**config.mk**
```make
export PLATFORM = sky130hd
export DESIGN_NAME = raycast_wall_column_texel_address
export DESIGN_NICKNAME = d
export VERILOG_FILES = /design/src/sv/rwc_pkg.sv /design/src/sv/rwc_front.sv /design/src/sv/rwc_stage.sv /design/src/sv/raycast_wall_column_texel_address.sv
export SDC_FILE = /design/constraint.sdc
export NUM_CORES = 2
export LEC_CHECK = 0
export ABC_AREA = 1
export ABC_CLOCK_PERIOD_IN_PS = 11620
export BUFFER_PORTS_ARGS = -buffer_cell sky130_fd_sc_hd__buf_2
export CELL_PAD_IN_SITES_DETAIL_PLACEMENT = 1
export CELL_PAD_IN_SITES_GLOBAL_PLACEMENT = 1
export CORE_MARGIN = 2
export CORE_UTILIZATION = 52
export CTS_CLUSTER_SIZE = 14
export DETAILED_ROUTE_END_ITERATION = 8
export GPL_TIMING_DRIVEN = 1
export PLACE_DENSITY_LB_ADDON = 0.12
export SYNTH_ARGS = -nofsm -noshare
export SYNTH_HDL_FRONTEND = slang
export SYNTH_SLANG_ARGS = --single-unit
```
**constraint.sdc**
```tcl
create_clock -name i_clk -period 11.62 [get_ports i_clk]
set_clock_uncertainty 0.1 [all_clocks]
set_input_delay 0 -clock i_clk [delete_from_list [all_inputs] [get_ports i_clk]]
set_output_delay 0 -clock i_clk [all_outputs]
set_load 0.01 [all_outputs]
```
**src/sv/rwc_pkg.sv**
```systemverilog
// package: shared types, constants and register codes for the wall column texel pipeline
`timescale 1ns / 1ps
package rwc_pkg;

    // default limits for the top level parameters
    localparam int SCREEN_ROWS_MAX_DEF = 2048;
    localparam int TEX_SIZE_MAX_DEF    = 1024;

    // fixed field widths
    localparam int HW     = 12;     // screen height
    localparam int TEXW   = 11;     // texture size and texel coordinates before output
    localparam int LINEW  = 16;     // line height
    localparam int N1W    = 30;     // line height dividend
    localparam int D1W    = 25;     // line height divisor
    localparam int XPW    = 28;     // texel x product
    localparam int N2W    = 27;     // texel y dividend
    localparam int SW     = 18;     // signed wall start and end

    localparam logic [16:0]      ONE_Q16  = 17'd65536;
    localparam logic [LINEW-1:0] LINE_MAX = 16'hFFFF;

    // register indexes
    localparam logic [2:0] CFG_SCREEN_HEIGHT = 3'd0;
    localparam logic [2:0] CFG_TEX_WIDTH     = 3'd1;
    localparam logic [2:0] CFG_TEX_HEIGHT    = 3'd2;
    localparam logic [2:0] CFG_CEILING_RGB   = 3'd3;
    localparam logic [2:0] CFG_FLOOR_RGB     = 3'd4;
    localparam logic [2:0] CFG_MAP_COLS      = 3'd5;
    localparam logic [2:0] CFG_MAP_ROWS      = 3'd6;

    // pixel kinds
    localparam logic [1:0] KIND_CEILING = 2'd0;
    localparam logic [1:0] KIND_WALL    = 2'd1;
    localparam logic [1:0] KIND_FLOOR   = 2'd2;
    localparam logic [1:0] KIND_VOID    = 2'd3;

    // texture faces
    localparam logic [2:0] FACE_N    = 3'd0;
    localparam logic [2:0] FACE_S    = 3'd1;
    localparam logic [2:0] FACE_E    = 3'd2;
    localparam logic [2:0] FACE_W    = 3'd3;
    localparam logic [2:0] FACE_DOOR = 3'd4;

    // work done by one pipeline stage
    typedef enum logic [2:0] {
        OP_TEX,
        OP_DIV1,
        OP_LINE,
        OP_NUM2,
        OP_DIV2,
        OP_OUT
    } t_op;

    // clamped configuration seen by every stage
    typedef struct packed {
        logic [HW-1:0]   h;
        logic [TEXW-1:0] w_m1;
        logic [TEXW-1:0] t_m1;
        logic [23:0]     ceiling_rgb;
        logic [23:0]     floor_rgb;
        logic [8:0]      map_cols;
        logic [8:0]      map_rows;
    } t_cfg;

    // one pixel word as it moves down the pipeline
    typedef struct packed {
        logic [11:0]      column;
        logic [10:0]      row;
        logic             side_is_y;
        logic             dir_negative;
        logic             is_door;
        logic             off_map;
        logic [XPW-1:0]   xprod;
        logic [TEXW-1:0]  tx;
        logic [N1W-1:0]   rem1;
        logic [D1W-1:0]   d1;
        logic             sat;
        logic [LINEW-1:0] q1;
        logic [LINEW-1:0] line;
        logic [1:0]       kind;
        logic [LINEW-1:0] rs;
        logic [N2W-1:0]   rem2;
        logic [TEXW-1:0]  q2;
        logic [2:0]       face;
        logic [TEXW-1:0]  ty;
        logic [23:0]      rgb;
    } t_item;

endpackage

```
**src/sv/rwc_front.sv**
```systemverilog
// entry logic: door offset, texel x product and line height dividend
`timescale 1ns / 1ps
module rwc_front (
    input  rwc_pkg::t_cfg  i_cfg,
    input  logic [11:0]    i_column,
    input  logic [10:0]    i_row,
    input  logic [23:0]    i_distance,
    input  logic [15:0]    i_wall_pos,
    input  logic           i_side_is_y,
    input  logic           i_dir_negative,
    input  logic           i_is_door,
    input  logic [16:0]    i_door_closed,
    input  logic [7:0]     i_tile_x,
    input  logic [7:0]     i_tile_y,
    output rwc_pkg::t_item o_item
);
    import rwc_pkg::*;

    logic [16:0] closed;
    logic [16:0] open_amt;
    logic [16:0] x_frac;

    // texel x fraction: door shifted by its opening, plain faces reversed
    always_comb begin
        closed   = (i_door_closed > ONE_Q16) ? ONE_Q16 : i_door_closed;
        open_amt = ONE_Q16 - closed;
        if (i_is_door) begin
            x_frac = {1'b0, i_wall_pos} + open_amt;
        end else begin
            x_frac = ONE_Q16 - {1'b0, i_wall_pos};
        end
    end

    // build the word
    always_comb begin
        o_item              = '0;
        o_item.column       = i_column;
        o_item.row          = i_row;
        o_item.side_is_y    = i_side_is_y;
        o_item.dir_negative = i_dir_negative;
        o_item.is_door      = i_is_door;
        o_item.off_map      = ({1'b0, i_tile_x} >= i_cfg.map_cols) ||
                              ({1'b0, i_tile_y} >= i_cfg.map_rows);
        o_item.xprod        = XPW'(x_frac) * XPW'(i_cfg.w_m1);
        o_item.rem1         = {1'b0, i_cfg.h, 17'd0} + N1W'(i_distance);
        o_item.d1           = {i_distance, 1'b0};
    end

endmodule

```
**src/sv/rwc_stage.sv**
```systemverilog
// one pipeline stage: a register slot with valid and one step of the work
`timescale 1ns / 1ps
module rwc_stage #(
    parameter rwc_pkg::t_op OP = rwc_pkg::OP_TEX,
    parameter int           K  = 0
) (
    input  logic           i_clk,
    input  logic           i_rst_n,
    input  rwc_pkg::t_cfg  i_cfg,
    input  logic           i_valid,
    output logic           o_ready,
    input  rwc_pkg::t_item i_item,
    output logic           o_valid,
    input  logic           i_ready,
    output rwc_pkg::t_item o_item
);
    import rwc_pkg::*;

    logic           r_valid;
    t_item          r_item;
    t_item          n_item;
    logic           en;
    logic [12:0]    txr;
    logic [TEXW-1:0] txs;
    logic [39:0]    dsh1;
    logic [N2W-1:0] dsh2;
    logic [HW-1:0]  hh;
    logic signed [SW-1:0] start_row;
    logic signed [SW-1:0] end_row;
    logic signed [SW-1:0] row_s;

    // stage moves when empty or when the next stage takes its word
    assign en      = !r_valid || i_ready;
    assign o_ready = en;
    assign o_valid = r_valid;
    assign o_item  = r_item;

    // step of work for this stage
    always_comb begin
        n_item    = i_item;
        txr       = '0;
        txs       = '0;
        dsh1      = '0;
        dsh2      = '0;
        hh        = '0;
        start_row = '0;
        end_row   = '0;
        row_s     = '0;
        case (OP)
            OP_TEX: begin
                // round texel x, saturate, mirror faces N and E
                txr = 13'((29'(i_item.xprod) + 29'd32768) >> 16);
                txs = (txr > 13'(i_cfg.w_m1)) ? i_cfg.w_m1 : txr[TEXW-1:0];
                if (!i_item.is_door && (i_item.side_is_y == i_item.dir_negative)) begin
                    txs = i_cfg.w_m1 - txs;
                end
                n_item.tx  = txs;
                // quotient at or over 65536 saturates, zero distance included
                n_item.sat = D1W'(i_item.rem1[N1W-1:16]) >= i_item.d1;
            end
            OP_DIV1: begin
                // one restoring bit of the line height
                dsh1 = 40'(i_item.d1) << K;
                if (!i_item.sat && (40'(i_item.rem1) >= dsh1)) begin
                    n_item.rem1  = i_item.rem1 - N1W'(dsh1);
                    n_item.q1[K] = 1'b1;
                end
            end
            OP_LINE: begin
                // wall start and end rows, pixel kind
                n_item.line = i_item.sat ? LINE_MAX : i_item.q1;
                hh          = {1'b0, i_cfg.h[HW-1:1]};
                start_row   = $signed(SW'(hh)) - $signed(SW'(n_item.line[LINEW-1:1]));
                end_row     = $signed(SW'(hh)) + $signed(SW'(n_item.line[LINEW-1:1]));
                row_s       = $signed(SW'(i_item.row));
                if (row_s < start_row) begin
                    n_item.kind = KIND_CEILING;
                end else if (row_s >= end_row) begin
                    n_item.kind = KIND_FLOOR;
                end else if (i_item.off_map) begin
                    n_item.kind = KIND_VOID;
                end else begin
                    n_item.kind = KIND_WALL;
                end
                n_item.rs = LINEW'(row_s - start_row);
            end
            OP_NUM2: begin
                // texel y dividend
                n_item.rem2 = N2W'(i_cfg.t_m1) * N2W'(i_item.rs);
            end
            OP_DIV2: begin
                // one restoring bit of the texel row
                dsh2 = N2W'(i_item.line) << K;
                if (i_item.rem2 >= dsh2) begin
                    n_item.rem2  = i_item.rem2 - dsh2;
                    n_item.q2[K] = 1'b1;
                end
            end
            OP_OUT: begin
                // result fields
                n_item.face = FACE_N;
                n_item.tx   = '0;
                n_item.ty   = '0;
                n_item.rgb  = '0;
                case (i_item.kind)
                    KIND_CEILING: n_item.rgb = i_cfg.ceiling_rgb;
                    KIND_FLOOR:   n_item.rgb = i_cfg.floor_rgb;
                    KIND_WALL: begin
                        n_item.tx = i_item.tx;
                        n_item.ty = (i_item.q2 > i_cfg.t_m1) ? i_cfg.t_m1 : i_item.q2;
                        if (i_item.is_door) begin
                            n_item.face = FACE_DOOR;
                        end else if (i_item.side_is_y) begin
                            n_item.face = i_item.dir_negative ? FACE_N : FACE_S;
                        end else begin
                            n_item.face = i_item.dir_negative ? FACE_W : FACE_E;
                        end
                    end
                    default: n_item.rgb = '0;
                endcase
            end
            default: n_item = i_item;
        endcase
    end

    // valid bit
    always_ff @(posedge i_clk) begin
        if (!i_rst_n) begin
            r_valid <= 1'b0;
        end else if (en) begin
            r_valid <= i_valid;
        end
    end

    // payload
    always_ff @(posedge i_clk) begin
        if (en && i_valid) begin
            r_item <= n_item;
        end
    end

endmodule

```
**src/sv/raycast_wall_column_texel_address.sv**
```systemverilog
// top level: configuration registers and the texel address pipeline
//
//  port group     direction  handshake                 moves
//  i_in_*/fields  in         i_in_valid / o_in_ready   one pixel word with its ray hit
//  o_out_*/o_*    out        o_out_valid / i_out_ready one classified pixel word
//  i_cfg_*        in         i_cfg_wr_en               register index and data
//
// one word enters per cycle while o_in_ready is high; the pipeline depth is
// set by the 16 line height divide steps and the texel row divide steps.
// reset is synchronous and active low; it empties the pipeline and loads register defaults.
// each stage holds its word while the next one is full, so a stall at the output
// backs up only as far as there are full stages; bubbles fill in behind it.
`timescale 1ns / 1ps
module raycast_wall_column_texel_address #(
    parameter int MAX_SCREEN_ROWS = rwc_pkg::SCREEN_ROWS_MAX_DEF,
    parameter int MAX_TEX_SIZE    = rwc_pkg::TEX_SIZE_MAX_DEF
) (
    input  logic        i_clk,
    input  logic        i_rst_n,
    input  logic        i_cfg_wr_en,
    input  logic [2:0]  i_cfg_addr,
    input  logic [23:0] i_cfg_wdata,
    input  logic        i_in_valid,
    output logic        o_in_ready,
    input  logic [11:0] i_column,
    input  logic [10:0] i_row,
    input  logic [23:0] i_distance,
    input  logic [15:0] i_wall_pos,
    input  logic        i_side_is_y,
    input  logic        i_dir_negative,
    input  logic        i_is_door,
    input  logic [16:0] i_door_closed,
    input  logic [7:0]  i_tile_x,
    input  logic [7:0]  i_tile_y,
    output logic        o_out_valid,
    input  logic        i_out_ready,
    output logic [11:0] o_pixel_column,
    output logic [10:0] o_pixel_row,
    output logic [1:0]  o_kind,
    output logic [2:0]  o_face,
    output logic [9:0]  o_texel_x,
    output logic [9:0]  o_texel_y,
    output logic [23:0] o_flat_rgb
);
    import rwc_pkg::*;

    localparam int H_CAP  = (MAX_SCREEN_ROWS > 4095) ? 4095 : MAX_SCREEN_ROWS;
    localparam int T_CAP  = (MAX_TEX_SIZE > 2047) ? 2047 : MAX_TEX_SIZE;
    localparam int TW     = $clog2(T_CAP);
    localparam int NSTAGE = 20 + TW;

    logic [11:0] r_screen_height;
    logic [10:0] r_tex_width;
    logic [10:0] r_tex_height;
    logic [23:0] r_ceiling_rgb;
    logic [23:0] r_floor_rgb;
    logic [8:0]  r_map_cols;
    logic [8:0]  r_map_rows;

    t_cfg  cfg;
    t_item front_item;
    logic  v   [NSTAGE+1];
    logic  rdy [NSTAGE+1];
    t_item itm [NSTAGE+1];

    // configuration registers
    always_ff @(posedge i_clk) begin
        if (!i_rst_n) begin
            r_screen_height <= 12'd480;
            r_tex_width     <= 11'd64;
            r_tex_height    <= 11'd64;
            r_ceiling_rgb   <= '0;
            r_floor_rgb     <= '0;
            r_map_cols      <= 9'd24;
            r_map_rows      <= 9'd24;
        end else if (i_cfg_wr_en) begin
            unique case (i_cfg_addr)
                CFG_SCREEN_HEIGHT: r_screen_height <= i_cfg_wdata[11:0];
                CFG_TEX_WIDTH:     r_tex_width     <= i_cfg_wdata[10:0];
                CFG_TEX_HEIGHT:    r_tex_height    <= i_cfg_wdata[10:0];
                CFG_CEILING_RGB:   r_ceiling_rgb   <= i_cfg_wdata;
                CFG_FLOOR_RGB:     r_floor_rgb     <= i_cfg_wdata;
                CFG_MAP_COLS:      r_map_cols      <= i_cfg_wdata[8:0];
                CFG_MAP_ROWS:      r_map_rows      <= i_cfg_wdata[8:0];
                default: ;
            endcase
        end
    end

    // clamped sizes
    always_comb begin
        cfg             = '0;
        if (r_screen_height == '0) begin
            cfg.h = 12'd1;
        end else if (r_screen_height > 12'(H_CAP)) begin
            cfg.h = 12'(H_CAP);
        end else begin
            cfg.h = r_screen_height;
        end
        if (r_tex_width == '0) begin
            cfg.w_m1 = '0;
        end else if (r_tex_width > 11'(T_CAP)) begin
            cfg.w_m1 = 11'(T_CAP - 1);
        end else begin
            cfg.w_m1 = r_tex_width - 11'd1;
        end
        if (r_tex_height == '0) begin
            cfg.t_m1 = '0;
        end else if (r_tex_height > 11'(T_CAP)) begin
            cfg.t_m1 = 11'(T_CAP - 1);
        end else begin
            cfg.t_m1 = r_tex_height - 11'd1;
        end
        cfg.ceiling_rgb = r_ceiling_rgb;
        cfg.floor_rgb   = r_floor_rgb;
        cfg.map_cols    = r_map_cols;
        cfg.map_rows    = r_map_rows;
    end

    rwc_front u_front (
        .i_cfg          (cfg),
        .i_column       (i_column),
        .i_row          (i_row),
        .i_distance     (i_distance),
        .i_wall_pos     (i_wall_pos),
        .i_side_is_y    (i_side_is_y),
        .i_dir_negative (i_dir_negative),
        .i_is_door      (i_is_door),
        .i_door_closed  (i_door_closed),
        .i_tile_x       (i_tile_x),
        .i_tile_y       (i_tile_y),
        .o_item         (front_item)
    );

    assign v[0]        = i_in_valid;
    assign itm[0]      = front_item;
    assign o_in_ready  = rdy[0];
    assign rdy[NSTAGE] = i_out_ready;

    // stage chain: texel x, 16 line bits, line, product, texel row bits, output
    for (genvar s = 0; s < NSTAGE; s++) begin : g_stage
        localparam t_op SOP = (s == 0)           ? OP_TEX  :
                              (s <= 16)          ? OP_DIV1 :
                              (s == 17)          ? OP_LINE :
                              (s == 18)          ? OP_NUM2 :
                              (s <= 18 + TW)     ? OP_DIV2 : OP_OUT;
        localparam int SK   = (s >= 1 && s <= 16)      ? 16 - s :
                              (s >= 19 && s <= 18 + TW) ? 18 + TW - s : 0;
        rwc_stage #(
            .OP (SOP),
            .K  (SK)
        ) u_stage (
            .i_clk   (i_clk),
            .i_rst_n (i_rst_n),
            .i_cfg   (cfg),
            .i_valid (v[s]),
            .o_ready (rdy[s]),
            .i_item  (itm[s]),
            .o_valid (v[s+1]),
            .i_ready (rdy[s+1]),
            .o_item  (itm[s+1])
        );
    end

    // result ports
    assign o_out_valid    = v[NSTAGE];
    assign o_pixel_column = itm[NSTAGE].column;
    assign o_pixel_row    = itm[NSTAGE].row;
    assign o_kind         = itm[NSTAGE].kind;
    assign o_face         = itm[NSTAGE].face;
    assign o_texel_x      = itm[NSTAGE].tx[9:0];
    assign o_texel_y      = itm[NSTAGE].ty[9:0];
    assign o_flat_rgb     = itm[NSTAGE].rgb;

    // non-wall words carry no texel and no face
    a_nonwall_clean: assert property (@(posedge i_clk) disable iff (!i_rst_n)
        o_out_valid && (o_kind != KIND_WALL) |->
            (o_face == FACE_N) && (o_texel_x == '0) && (o_texel_y == '0))
        else $error("non-wall word with texel or face");

    // wall and void words carry no flat color
    a_wall_no_rgb: assert property (@(posedge i_clk) disable iff (!i_rst_n)
        o_out_valid && ((o_kind == KIND_WALL) || (o_kind == KIND_VOID)) |->
            (o_flat_rgb == '0))
        else $error("wall word with flat color");

    // texel row stays inside the texture
    a_ty_range: assert property (@(posedge i_clk) disable iff (!i_rst_n)
        o_out_valid && (o_kind == KIND_WALL) |->
            (11'(o_texel_y) <= cfg.t_m1) || (cfg.t_m1 > 11'd1023))
        else $error("texel row beyond texture");

    // reset empties the pipeline
    a_reset_empty: assert property (@(posedge i_clk)
        !i_rst_n |=> !o_out_valid)
        else $error("output valid right after reset");

endmodule
```
==> impl_results.md <==
* Seq cells post-synth at 2669
* Tmin final at 10.54 ns
* Mapped Avg Cell Area at 12.19 um2
* I/O Buffers at 204
* Top_reg_cell synth: edfxtp_1
* Startpoint Class: flip-flop
* Layout Nets at 12190
* Via count at 78870
* Max-slew headroom at the worst pin at 0.1679
* First-pass GRT wire length at 488.3 mm
* DRC viols at 0
* Drt total wl at 314.1 mm
* Initial Util at 0.5213
* Max-cap violations at 0
* Grt ovf at 0
* Status: finished clean
* CTS root buf: clkbuf_16
* Worst slew pin tran at 1.245 ns
* WL per Instance at 21.77 um
* Design Power at 29040 uW
* FILL cells at 24340
* I/O pin cnt at 205
* First-pass DRT Iterations at 6
* Final max-slew violation count at 0
* Pwr Density at 203.3 nW/um2
* Final Non-Filler Cells at 14430
* Vias in the first global route at 86910
* Clock Path Buffers at 4
* Syn Inst Count at 10370
* Clock tree from TritonCTS: yes
* Peak supply drop at 0.0004078 V
* Top-area cell type share of the netlist area at 0.6029
* Fin crit share at 0.9072
* Clock Latency Late Sink at 0.96 ns
* TritonCTS buffer count at 300
* Kind of critical path: flip-flop to flip-flop
* Worst setup EP type: flip-flop
* Slowest CP cell: fa_1
* Ranking of synthesized cells by area: edfxtp_1 60%, ha_1 7.5%, fa_1 4.6%, inv_1 4.2%, nand2_1 4.2%
* Die X at 497.1 um
* Layout cells sized above 1 at 0.07581
* Die Ht at 497.1 um
* Area leader, netlist: edfxtp_1
* GP Congestion at 0.8810
* Die area at 247100 um2
* Post-synth EDFFs at 2539
* Seq/Total Area, Yosys at 0.6235
* Crit Path Max Fanout at 12
* Largest net degree at the start of global routing at 102
* Core ar. at 242500 um2
* Placed Cells at 13720
* Unrepaired setup endpoints after global routing: no
* Worst hold-check slack at 0.08155 ns
* Iter 0 DRT Violations at 4098
* Worst Path Arrival at 11.09 ns
* Row Count at 181
* Critical path required time at 12.17 ns
* CTS Sinks at 2669
* Initial antenna violation count at 8
* Setup_tns at 0 ns
* Synth Warn # at 0
* Post-synth ARST share at 0
* Count of cell types in the netlist at 77
* Final hold viol count at 0
* Final ANT Viol Nets at 0
* H-tree Lvls at 5
* Lkg Pwr at 0.05647 uW
* Final setup fails at 0
* Maximum clock rate at 94.86 MHz
* Syn-to-layout area delta at 12.97%
* Crit-path max cell delay at 0.55 ns
* Clk slew on worst S/H paths at 0.06 ns
* Via/cell ratio at 5.465
* Hpwl dp at 229.2 mm
* Global Route Usage Sum at 0.2533
* Layout Utilization at 0.5890
* Mapped Area at 126500 um2
* Hold Crit Class: input port to flip-flop
==> final cells by class <==
cell class	count	area, um2	share of cell area
antenna	2	5.005	0.00003504
clock buffer	376	8063	0.05644
clock inverter	142	1341	0.009389
inverter	1427	5379	0.03765
multi-input combinational	6147	41760	0.2923
sequential	2669	78850	0.5519
tap	3202	4006	0.02805
timing repair buffer	465	3453	0.02417
==> per-stage QoR <==
| step | area [um2] | worst slack (ns) |
|---|---|---|
| after global placement | 131600 | 0.2940 |
| final | 142900 | 1.078 |
| after CTS | 142800 | 0.8011 |
| after floorplan | 126600 | 2.152 |
| after global routing | 142900 | 0.08727 |
| after detailed placement | 131600 | 0.09182 |
==> path summary, 6_finish.rpt <==
check	start	end	slack, ns	cells past startpoint
worst max-delay path	r_tex_width[0]$_SDFFE_PN0P_	g_stage[0].u_stage.o_item[190]$_DFFE_PP_	1.08	54
worst min-delay path	i_cfg_addr[1]	r_tex_width[6]$_SDFFE_PN1P_	0.08	7
worst max register to register	r_tex_width[0]$_SDFFE_PN0P_	g_stage[0].u_stage.o_item[190]$_DFFE_PP_	1.08	54
worst min register to register	g_stage[22].u_stage.o_item[247]$_DFFE_PP_	g_stage[23].u_stage.o_item[247]$_DFFE_PP_	0.26	0
==> timing repair <==
action | CTS | global route
gates resized for setup | 0 | 3
setup endpoints to repair | 0 | 3
hold endpoints to repair | 333 | 0
buffers inserted | 0 | 2
hold buffers | 184 | 0
==> state kept, by name, summed over array words and instances, names as in the netlist <==
register / count
g_stage.u_stage.o_item: 2539
r_screen_height: 12
g_stage.u_stage.o_valid: 30
r_map_rows: 9
r_ceiling_rgb: 24
r_map_cols: 9
r_tex_width: 11
r_tex_height: 11
r_floor_rgb: 24
==> synthesized netlist by cell type (6+ instances only) <==
master,n
nand3b_1,14
clkbuf_1,105
dfxtp_1,130
o31ai_1,12
o2111ai_1,10
nand2_2,6
o21a_1,13
o21bai_1,37
a21o_1,19
nand4_4,7
xnor2_1,280
a211oi_1,19
nor2_4,7
nand3_1,283
inv_1,1418
nor2_1,716
fa_1,289
a21boi_1,12
edfxtp_1,2539
buf_6,10
a31oi_1,18
clkinv_1,6
buf_1,11
o21bai_2,9
a21oi_1,765
a221oi_1,11
buf_2,26
nand4_1,80
o21ai_0,625
o221ai_1,8
a21oi_2,10
nand2_1,1416
ha_1,760
nor4_1,79
or2_2,33
o211ai_1,26
a21boi_2,11
xor2_1,261
a21boi_0,13
o21ai_2,28
nor3_1,91
buf_4,9
o21ai_1,71
==> cells by family after synthesis <==
| kind of cell | after synthesis | share of synthesized area |
|---|---|---|
| buf+inv | 1593 | 0.04845 |
| other cells | 2 | 0.00005939 |
| compound gates | 1753 | 0.07692 |
| simple gates | 2767 | 0.09261 |
| fa+ha+maj | 1049 | 0.1210 |
| flops | 2669 | 0.6235 |
| xor+xnor | 541 | 0.03747 |
==> metal layers <==
metal	routed length (um)	up-vias	track usage
met5	0	-	0
met4	13300	0	0.1038
met3	11110	720	0.03253
li1	-	37250	-
met2	165500	1612	0.4700
met1	124200	39280	0.2941
==> cell usage in the layout, fill, tap and decap left out, types with 79 or more instances in the layout <==
| master | count |
|---|---|
| a21oi_1 | 760 |
| buf_2 | 204 |
| clkbuf_16 | 308 |
| dfxtp_1 | 130 |
| dlygate4sd3_1 | 184 |
| edfxtp_1 | 2539 |
| fa_1 | 289 |
| ha_1 | 760 |
| inv_1 | 1402 |
| nand2_1 | 1416 |
| nand3_1 | 283 |
| nand4_1 | 80 |
| nor2_1 | 706 |
| nor3_1 | 91 |
| nor4_1 | 79 |
| o21ai_0 | 624 |
| xnor2_1 | 280 |
| xor2_1 | 261 |
==> where the power goes <==
part	switching [uW]	internal (uW)	total (uW)	leakage (uW)
Combinational	5670	3470	9140	0.0279
Clock	3730	5410	9140	0.00458
Sequential	64.7	10700	10800	0.0240
Total	9470	19600	29000	0.0565
==> critical path, delay by kind of cell (launching register included) <==
family	cells	cell delay, ns
DFF	1	0.33
AOI/OAI and AO/OA	13	2.18
adders and majority gates	10	4.05
and+or+nand+nor	17	1.93
xor gates and xnor gates	1	0.26
buffers and inverters	13	1.38
Power figures use the tool's default switching activity.
